File: src/rtl/core/mexp_pkg.sv
// ----------------------------------------------------------------------------
// mexp_pkg
// Shared widths, microcode encoding and control program for the modular
// exponentiation core.
// ----------------------------------------------------------------------------
package mexp_pkg;

   localparam int unsigned MEXP_VALUE_WIDTH = 31;
   localparam int unsigned MEXP_EXP_WIDTH   = 32;
   localparam int unsigned MEXP_PROD_WIDTH  = 2 * MEXP_VALUE_WIDTH;
   localparam int unsigned MEXP_REQ_BITS    = MEXP_VALUE_WIDTH + MEXP_EXP_WIDTH;
   localparam int unsigned MEXP_REQ_BYTES   = (MEXP_REQ_BITS + 7) / 8;
   localparam int unsigned MEXP_REQ_WIDTH   = 8 * MEXP_REQ_BYTES;
   localparam int unsigned MEXP_RSP_BYTES   = (MEXP_VALUE_WIDTH + 7) / 8;
   localparam int unsigned MEXP_RSP_WIDTH   = 8 * MEXP_RSP_BYTES;

   // Remainder unit retires two dividend bits per cycle
   localparam int unsigned MEXP_REM_CYCLES  = MEXP_PROD_WIDTH / 2;
   localparam int unsigned MEXP_REM_CNT_W   = $clog2(MEXP_REM_CYCLES + 1);

   localparam logic [MEXP_VALUE_WIDTH-1:0] MEXP_MODULUS_RESET = 31'd1000000007;

   localparam int unsigned MEXP_STEPS    = 14;
   localparam int unsigned MEXP_PC_WIDTH = $clog2(MEXP_STEPS);

   typedef logic [MEXP_PC_WIDTH-1:0] mexp_pc_type;

   typedef enum logic [2:0] {
      COND_NONE,
      COND_NO_VALID,
      COND_EXP_ZERO,
      COND_BUSY,
      COND_BIT_CLEAR,
      COND_EXP_NZ,
      COND_OUT_FULL,
      COND_ALWAYS
   } mexp_cond_type;

   typedef enum logic [3:0] {
      ACT_NONE,
      ACT_LOAD,
      ACT_DIV_BASE,
      ACT_WB_BASE,
      ACT_MUL_AB,
      ACT_DIV_PROD,
      ACT_WB_ACC,
      ACT_MUL_BB,
      ACT_WB_SQ,
      ACT_OUT_LOAD
   } mexp_act_type;

   // The action fires only when the step falls through (jump not taken)
   typedef struct packed {
      mexp_cond_type cond;
      mexp_pc_type   target;
      mexp_act_type  act;
   } mexp_ctrl_type;

   localparam mexp_pc_type STEP_IDLE = 4'd0;
   localparam mexp_pc_type STEP_LOOP = 4'd4;
   localparam mexp_pc_type STEP_SQ   = 4'd8;
   localparam mexp_pc_type STEP_OUT  = 4'd12;

   function automatic mexp_ctrl_type mexp_rom(input mexp_pc_type pc);
      mexp_ctrl_type word;
      word = '{COND_ALWAYS, STEP_IDLE, ACT_NONE};
      unique case (pc)
         4'd0:    word = '{COND_NO_VALID,  STEP_IDLE, ACT_LOAD};
         4'd1:    word = '{COND_EXP_ZERO,  STEP_OUT,  ACT_NONE};
         4'd2:    word = '{COND_NONE,      STEP_IDLE, ACT_DIV_BASE};
         4'd3:    word = '{COND_BUSY,      4'd3,      ACT_WB_BASE};
         4'd4:    word = '{COND_BIT_CLEAR, STEP_SQ,   ACT_NONE};
         4'd5:    word = '{COND_NONE,      STEP_IDLE, ACT_MUL_AB};
         4'd6:    word = '{COND_NONE,      STEP_IDLE, ACT_DIV_PROD};
         4'd7:    word = '{COND_BUSY,      4'd7,      ACT_WB_ACC};
         4'd8:    word = '{COND_NONE,      STEP_IDLE, ACT_MUL_BB};
         4'd9:    word = '{COND_NONE,      STEP_IDLE, ACT_DIV_PROD};
         4'd10:   word = '{COND_BUSY,      4'd10,     ACT_WB_SQ};
         4'd11:   word = '{COND_EXP_NZ,    STEP_LOOP, ACT_NONE};
         4'd12:   word = '{COND_OUT_FULL,  STEP_OUT,  ACT_OUT_LOAD};
         4'd13:   word = '{COND_ALWAYS,    STEP_IDLE, ACT_NONE};
         default: word = '{COND_ALWAYS,    STEP_IDLE, ACT_NONE};
      endcase
      return word;
   endfunction

endpackage

File: src/rtl/core/mexp_rem.sv
// ----------------------------------------------------------------------------
// mexp_rem
// Multi-cycle remainder unit: 62-bit dividend modulo a 31-bit modulus,
// restoring, two bits per cycle. A zero modulus gives a zero remainder.
// ----------------------------------------------------------------------------
module mexp_rem (
   input  logic                                  clock,
   input  logic                                  reset,
   input  logic                                  start,
   input  logic [mexp_pkg::MEXP_PROD_WIDTH-1:0]  dividend,
   input  logic [mexp_pkg::MEXP_VALUE_WIDTH-1:0] modulus,
   output logic                                  busy,
   output logic [mexp_pkg::MEXP_VALUE_WIDTH-1:0] remainder
);
   import mexp_pkg::*;

   logic                        busy_ff, busy_in;
   logic [MEXP_REM_CNT_W-1:0]   cnt_ff, cnt_in;
   logic [MEXP_PROD_WIDTH-1:0]  dvd_ff, dvd_in;
   logic [MEXP_VALUE_WIDTH-1:0] rem_ff, rem_in;

   always_comb begin
      logic [MEXP_VALUE_WIDTH:0]   part;
      logic [MEXP_VALUE_WIDTH-1:0] mid;
      logic [MEXP_VALUE_WIDTH:0]   mod_x;
      mod_x = {1'b0, modulus};
      busy_in = busy_ff;
      cnt_in  = cnt_ff;
      dvd_in  = dvd_ff;
      rem_in  = rem_ff;
      part    = {rem_ff, dvd_ff[MEXP_PROD_WIDTH-1]};
      if (part >= mod_x) begin
         part = part - mod_x;
      end
      mid  = part[MEXP_VALUE_WIDTH-1:0];
      part = {mid, dvd_ff[MEXP_PROD_WIDTH-2]};
      if (part >= mod_x) begin
         part = part - mod_x;
      end
      if (start) begin
         busy_in = 1'b1;
         cnt_in  = MEXP_REM_CNT_W'(MEXP_REM_CYCLES);
         dvd_in  = dividend;
         rem_in  = '0;
      end else if (busy_ff) begin
         dvd_in  = {dvd_ff[MEXP_PROD_WIDTH-3:0], 2'b00};
         rem_in  = part[MEXP_VALUE_WIDTH-1:0];
         cnt_in  = cnt_ff - 1'b1;
         busy_in = (cnt_ff != MEXP_REM_CNT_W'(1));
      end
   end

   always_ff @(posedge clock) begin
      if (reset) begin
         busy_ff <= 1'b0;
         cnt_ff  <= '0;
      end else begin
         busy_ff <= busy_in;
         cnt_ff  <= cnt_in;
      end
      dvd_ff <= dvd_in;
      rem_ff <= rem_in;
   end

   assign busy      = busy_ff;
   assign remainder = (modulus == '0) ? '0 : rem_ff;

endmodule

File: src/rtl/core/modular_exponentiation_core.sv
// ----------------------------------------------------------------------------
// modular_exponentiation_core
// Base to the exponent modulo a programmable modulus, by square-and-multiply
// under a microcoded step sequencer.
// ----------------------------------------------------------------------------
//   channel   direction   handshake               payload
//   req_      in          req_tvalid/req_tready   base_value, exponent
//   rsp_      out         rsp_tvalid/rsp_tready   result
//   csr_      in          csr_valid/csr_ready     modulus
//
// An item has its base reduced first, then per exponent bit a multiply (only
// when the bit is set) and a square, each bound by the two-bit-per-cycle
// remainder unit; the loop ends once the exponent shifts to zero, and a zero
// exponent goes straight to the output. One item is in work at a time; the
// output register lets the next item in while a result waits.
// Reset is synchronous and sets the modulus to 1000000007.
// ----------------------------------------------------------------------------
module modular_exponentiation_core (
   input  logic                                 clock,
   input  logic                                 reset,
   input  logic                                 req_tvalid,
   output logic                                 req_tready,
   // [30:0] base_value, [62:31] exponent, [63] zero fill
   input  logic [mexp_pkg::MEXP_REQ_WIDTH-1:0]  req_tdata,
   output logic                                 rsp_tvalid,
   input  logic                                 rsp_tready,
   // [30:0] result, [31] zero fill
   output logic [mexp_pkg::MEXP_RSP_WIDTH-1:0]  rsp_tdata,
   input  logic                                 csr_valid,
   output logic                                 csr_ready,
   input  logic [mexp_pkg::MEXP_VALUE_WIDTH-1:0] csr_data
);
   import mexp_pkg::*;

   mexp_pc_type                 pc_ff, pc_in;
   mexp_ctrl_type               ctrl;
   logic                        taken, fire;

   logic [MEXP_VALUE_WIDTH-1:0] modulus_ff;
   logic [MEXP_VALUE_WIDTH-1:0] base_ff, base_in;
   logic [MEXP_VALUE_WIDTH-1:0] acc_ff, acc_in;
   logic [MEXP_EXP_WIDTH-1:0]   exp_ff, exp_in;
   logic [MEXP_PROD_WIDTH-1:0]  prod_ff, prod_in;
   logic [MEXP_VALUE_WIDTH-1:0] mul_a;
   logic                        rsp_valid_ff, rsp_valid_in;
   logic [MEXP_VALUE_WIDTH-1:0] rsp_data_ff, rsp_data_in;

   logic                        rem_start;
   logic [MEXP_PROD_WIDTH-1:0]  rem_dividend;
   logic                        rem_busy;
   logic [MEXP_VALUE_WIDTH-1:0] rem_value;

   mexp_rem u_rem (
      .clock     (clock),
      .reset     (reset),
      .start     (rem_start),
      .dividend  (rem_dividend),
      .modulus   (modulus_ff),
      .busy      (rem_busy),
      .remainder (rem_value)
   );

   assign ctrl = mexp_rom(pc_ff);

   always_comb begin
      unique case (ctrl.cond)
         COND_NONE:      taken = 1'b0;
         COND_NO_VALID:  taken = !req_tvalid;
         COND_EXP_ZERO:  taken = (exp_ff == '0);
         COND_BUSY:      taken = rem_busy;
         COND_BIT_CLEAR: taken = !exp_ff[0];
         COND_EXP_NZ:    taken = (exp_ff != '0);
         COND_OUT_FULL:  taken = rsp_valid_ff && !rsp_tready;
         COND_ALWAYS:    taken = 1'b1;
         default:        taken = 1'b1;
      endcase
   end

   assign fire  = !taken;
   assign pc_in = taken ? ctrl.target : mexp_pc_type'(pc_ff + 1'b1);

   assign mul_a   = (ctrl.act == ACT_MUL_AB) ? acc_ff : base_ff;
   assign prod_in = MEXP_PROD_WIDTH'(mul_a) * MEXP_PROD_WIDTH'(base_ff);

   always_comb begin
      base_in      = base_ff;
      acc_in       = acc_ff;
      exp_in       = exp_ff;
      rsp_data_in  = rsp_data_ff;
      rsp_valid_in = rsp_valid_ff && !rsp_tready;
      rem_start    = 1'b0;
      rem_dividend = prod_ff;
      if (fire) begin
         unique case (ctrl.act)
            ACT_NONE: begin
            end
            ACT_LOAD: begin
               base_in = req_tdata[MEXP_VALUE_WIDTH-1:0];
               exp_in  = req_tdata[MEXP_REQ_BITS-1:MEXP_VALUE_WIDTH];
               acc_in  = MEXP_VALUE_WIDTH'(1);
            end
            ACT_DIV_BASE: begin
               rem_start    = 1'b1;
               rem_dividend = {{MEXP_VALUE_WIDTH{1'b0}}, base_ff};
            end
            ACT_WB_BASE: base_in = rem_value;
            ACT_MUL_AB, ACT_MUL_BB: begin
            end
            ACT_DIV_PROD: rem_start = 1'b1;
            ACT_WB_ACC:   acc_in = rem_value;
            ACT_WB_SQ: begin
               base_in = rem_value;
               exp_in  = exp_ff >> 1;
            end
            ACT_OUT_LOAD: begin
               rsp_valid_in = 1'b1;
               rsp_data_in  = acc_ff;
            end
            default: begin
            end
         endcase
      end
   end

   always_ff @(posedge clock) begin
      if (reset) begin
         pc_ff        <= STEP_IDLE;
         rsp_valid_ff <= 1'b0;
         modulus_ff   <= MEXP_MODULUS_RESET;
      end else begin
         pc_ff        <= pc_in;
         rsp_valid_ff <= rsp_valid_in;
         if (csr_valid) begin
            modulus_ff <= csr_data;
         end
      end
      base_ff     <= base_in;
      acc_ff      <= acc_in;
      exp_ff      <= exp_in;
      rsp_data_ff <= rsp_data_in;
      // hold the product only on multiply steps
      if (ctrl.act == ACT_MUL_AB || ctrl.act == ACT_MUL_BB) begin
         prod_ff <= prod_in;
      end
   end

   assign req_tready = (pc_ff == STEP_IDLE);
   assign rsp_tvalid = rsp_valid_ff;
   assign rsp_tdata  = MEXP_RSP_WIDTH'(rsp_data_ff);
   assign csr_ready  = 1'b1;

endmodule
File: config.mk
export PLATFORM = sky130hd
export DESIGN_NAME = modular_exponentiation_core
export DESIGN_NICKNAME = d
export VERILOG_FILES = /design/src/rtl/core/mexp_pkg.sv /design/src/rtl/core/mexp_rem.sv /design/src/rtl/core/modular_exponentiation_core.sv
export SDC_FILE = /design/constraint.sdc
export NUM_CORES = 2
export LEC_CHECK = 0
export BUFFER_PORTS_ARGS = -buffer_cell sky130_fd_sc_hd__buf_2
export CAP_MARGIN = 10
export CORE_MARGIN = 1.5
export CORE_UTILIZATION = 35
export DETAILED_ROUTE_END_ITERATION = 8
export REMOVE_ABC_BUFFERS = 1
export SETUP_SLACK_MARGIN = 0.02
export SYNTH_ARGS = -nofsm -noshare
export SYNTH_HDL_FRONTEND = slang
export SYNTH_SLANG_ARGS = --single-unit
export TNS_END_PERCENT = 10
File: constraint.sdc
create_clock -name clock -period 15.6 [get_ports clock]
set_clock_uncertainty 0.05 [all_clocks]
set_input_delay 3.12 -clock clock [delete_from_list [all_inputs] [get_ports clock]]
set_output_delay 3.12 -clock clock [all_outputs]
set_load 0.02 [all_outputs]
==> impl_metrics.csv <==
group,metric,value,unit
floorplan,fp.dieW,375,microns
global_routing,antenna_found_initial,12,
floorplan,ioPinCount,135,
clock_tree,cts_buffers,36,
timing,finalCritPeriodShare,67.1,%
logic_synthesis,synth.top_cell.area_share,34.7,%
worst_setup_path,crit_top_cell,"fa_1",
cells_and_area,stdcell_count,6910,
logic_synthesis,yosys-top-cells-count,"fa_1, inv_1, nand2_1",
global_routing,grt_pass1_wl,210000,microns
worst_setup_path,slowest_delay,0.67,ns
logic_synthesis,syn_avg_cell_area,9.42,sq um
cells_and_area,nFillCells,13700,
worst_setup_path,slowest_stage,"nor3_1",
floorplan,rows,136,
floorplan,die_h,375,microns
clock_tree,cts_root_buf,"clkbuf_16",
logic_synthesis,ys_ff_latch,333,
worst_setup_path,crit_fanout,62,
global_routing,grt_overflow,0,
worst_setup_path,critPathRequiredTime,15.97,ns
clock_tree,cts_max_level,2,
timing,final.setup.tns,0,ns
floorplan,start_util,35.2,%
timing,post-route-min-period,10.47,ns
floorplan,core_area,137000,sq um
cells_and_area,drive_gt1_share,6.61,%
global_routing,grt_pass1_vias,37200,
logic_synthesis,yosysMostFrequentCell,"fa_1",
detailed_routing,dr_wl_met3,9310,microns
clock_tree,cts_tree,"yes",
clock_tree,clock-sinks,333,
detailed_routing,drt-vias-per-instance,5.13,
detailed_routing,antenna_left,0,
logic_synthesis,yosysTopAreaCell,"fa_1",
timing,max_slew.worst_pin.slew,1.20,ns
logic_synthesis,seq_area_frac_synth,18.9,%
worst_setup_path,critPathArrivalTime,10.83,ns
place,dp_hpwl,98300,microns
place,place_inst,6841,
logic_synthesis,postSynth.asyncResetShare,0,%
clock_tree,insertion_delay,0.58,ns
global_routing,grt_max_degree,90,
timing,max_freq,95.5,MHz
clock_tree,cts_resized,0,
cells_and_area,nNetsFinal,6350,
clock_tree,cts_setup_buffers,0,
global_routing,grtUsageTotal,19.0,%
worst_hold_path,hold_path_class,"flop to flop",
detailed_routing,wl_met1,57300,microns
status,status,"completed",
logic_synthesis,synth_edf_count,249,
detailed_routing,dr_wl_met2,61300,microns
logic_synthesis,synth_cell_type_count,73,
worst_setup_path,crit_path_end_kind,"flop",
logic_synthesis,yosysWarningCount,0,
detailed_routing,num_vias,35400,
logic_synthesis,postSynthCellCount,5132,
worst_setup_path,path_class,"flop to flop",
timing,slew_viol_final,0,
detailed_routing,drt_iter0_drc,2609,
clock_tree,clockBufferDepth,3,
detailed_routing,route.detailed.drc,0,
cells_and_area,syn_to_final_growth,7.60,%
timing,setup_viol,0,
timing,rsz0062_at_grt,"no",
detailed_routing,drtPass1Iterations,5,
logic_synthesis,synth_area_leaders,"fa_1, edfxtp_1, ha_1",
place,io_buffers,131,
floorplan,die-area,140000,sq um
detailed_routing,maxUsedRoutingLayer,"met4",
worst_setup_path,cp-start-kind,"flop",
place,gp_congestion,0.874,
run,max-cap-violations,0,
timing,max-slew-margin-rel,20.0,%
timing,hold_viol,0,
clock_tree,path_clk_slew,0.07,ns
logic_synthesis,syn_area,48300,sq um
clock_tree,hold_buffers,0,
detailed_routing,wl_per_cell,19.0,microns
logic_synthesis,synth_ff_type,"edfxtp_1",
detailed_routing,drt-total-wl,131000,microns
==> final timing paths <==
kind | startpoint | endpoint | slack (ns) | cells past startpoint
max | ctrl[2]$_DFF_P_ | prod_ff[55]$_DFFE_PP_ | 5.13 | 26
min reg2reg | acc_ff[6]$_SDFFCE_PP0P_ | rsp_data_ff[6]$_DFFE_PP_ | 0.45 | 0
max reg2reg | ctrl[2]$_DFF_P_ | prod_ff[55]$_DFFE_PP_ | 5.13 | 26
min | acc_ff[6]$_SDFFCE_PP0P_ | rsp_data_ff[6]$_DFFE_PP_ | 0.45 | 0
==> cells by family after synthesis <==
| kind of cell | after synthesis | share of synthesized area [%] |
|---|---|---|
| compound gates | 635 | 8.27 |
| xor+xnor | 112 | 2.03 |
| fa+ha+maj | 1165 | 43.2 |
| buf+inv | 1128 | 8.82 |
| flops | 333 | 18.9 |
| mux | 95 | 2.06 |
| other cells | 2 | 0.0155 |
| simple gates | 1662 | 16.7 |
==> metrics by stage <==
stage | setup slack, ns | cell area (sq um) | hold slack (ns) | util [%]
2_1_floorplan | 6.08 | 47200 | 0.394 | -
4_1_cts | 5.09 | 52000 | 0.454 | 37.9
6_report | 5.13 | 52000 | 0.450 | 37.9
3_3_place_gp | 5.19 | 50800 | 0.435 | 37.0
5_1_grt | 4.67 | 52000 | 0.472 | 37.9
3_5_place_dp | 5.13 | 50800 | 0.439 | 37.0
==> per-layer routing <==
metal | GRT usage [%] | vias up
met1 | 25.9 | 18200
li1 | - | 16100
met3 | 3.30 | 163
met4 | 5.15 | 0
met5 | 0 | -
met2 | 31.2 | 1053
==> state kept, by name, summed over array words and instances (netlist names), 5 cells and up <==
| register | cells |
|---|---|
| rsp_data_ff | 31 |
| acc_ff | 31 |
| modulus_ff | 31 |
| u_rem.dvd_ff | 62 |
| u_rem.rem_ff | 31 |
| prod_ff | 62 |
| base_ff | 31 |
| u_rem.cnt_ff | 5 |
| exp_ff | 32 |
| ctrl | 11 |
==> layout by cell type (no fill, tap or decap), types with 26 or more instances in the layout <==
| master | Yosys | routed |
|---|---|---|
| nand3_1 | 57 | 57 |
| buf_2 | 6 | 131 |
| dfxtp_1 | 84 | 83 |
| a21o_1 | 74 | 74 |
| edfxtp_1 | 249 | 249 |
| nor2_1 | 119 | 116 |
| inv_1 | 827 | 827 |
| o21ai_0 | 175 | 175 |
| a21oi_1 | 181 | 179 |
| ha_1 | 326 | 326 |
| xor2_1 | 42 | 42 |
| nor4_1 | 26 | 26 |
| nand2_1 | 788 | 784 |
| mux2i_1 | 60 | 60 |
| and2_1 | 530 | 530 |
| buf_4 | 4 | 83 |
| xnor2_1 | 70 | 70 |
| clkbuf_16 | 0 | 37 |
| fa_1 | 839 | 839 |
| o21a_1 | 38 | 38 |
| mux2_2 | 35 | 35 |
==> final cells by class <==
cell class                 instances  area [sq um]  share of cell area, %
antenna                            4          10.0                 0.0192
clock buffer                      47           993                   1.91
clock inverter                    18           216                  0.416
inverter                         829          3110                   5.98
multi-input combinational       3671         35000                   67.3
sequential                       333          9160                   17.6
tap                             1794          2240                   4.32
timing repair buffer             214          1280                   2.46
==> worst max-delay path: cells and delay by family, from the launching register on <==
family,cells,cell delay (ns)
AOI/OAI and AO/OA,6,1.67
adders and majority gates,9,4.50
buffers and inverters,3,0.51
DFF,1,0.50
and+or+nand+nor,8,3.04
Power is left out: the tool's default activity adds up to more than one toggle a clock period on the data nets, which glitch-free logic cannot reach.
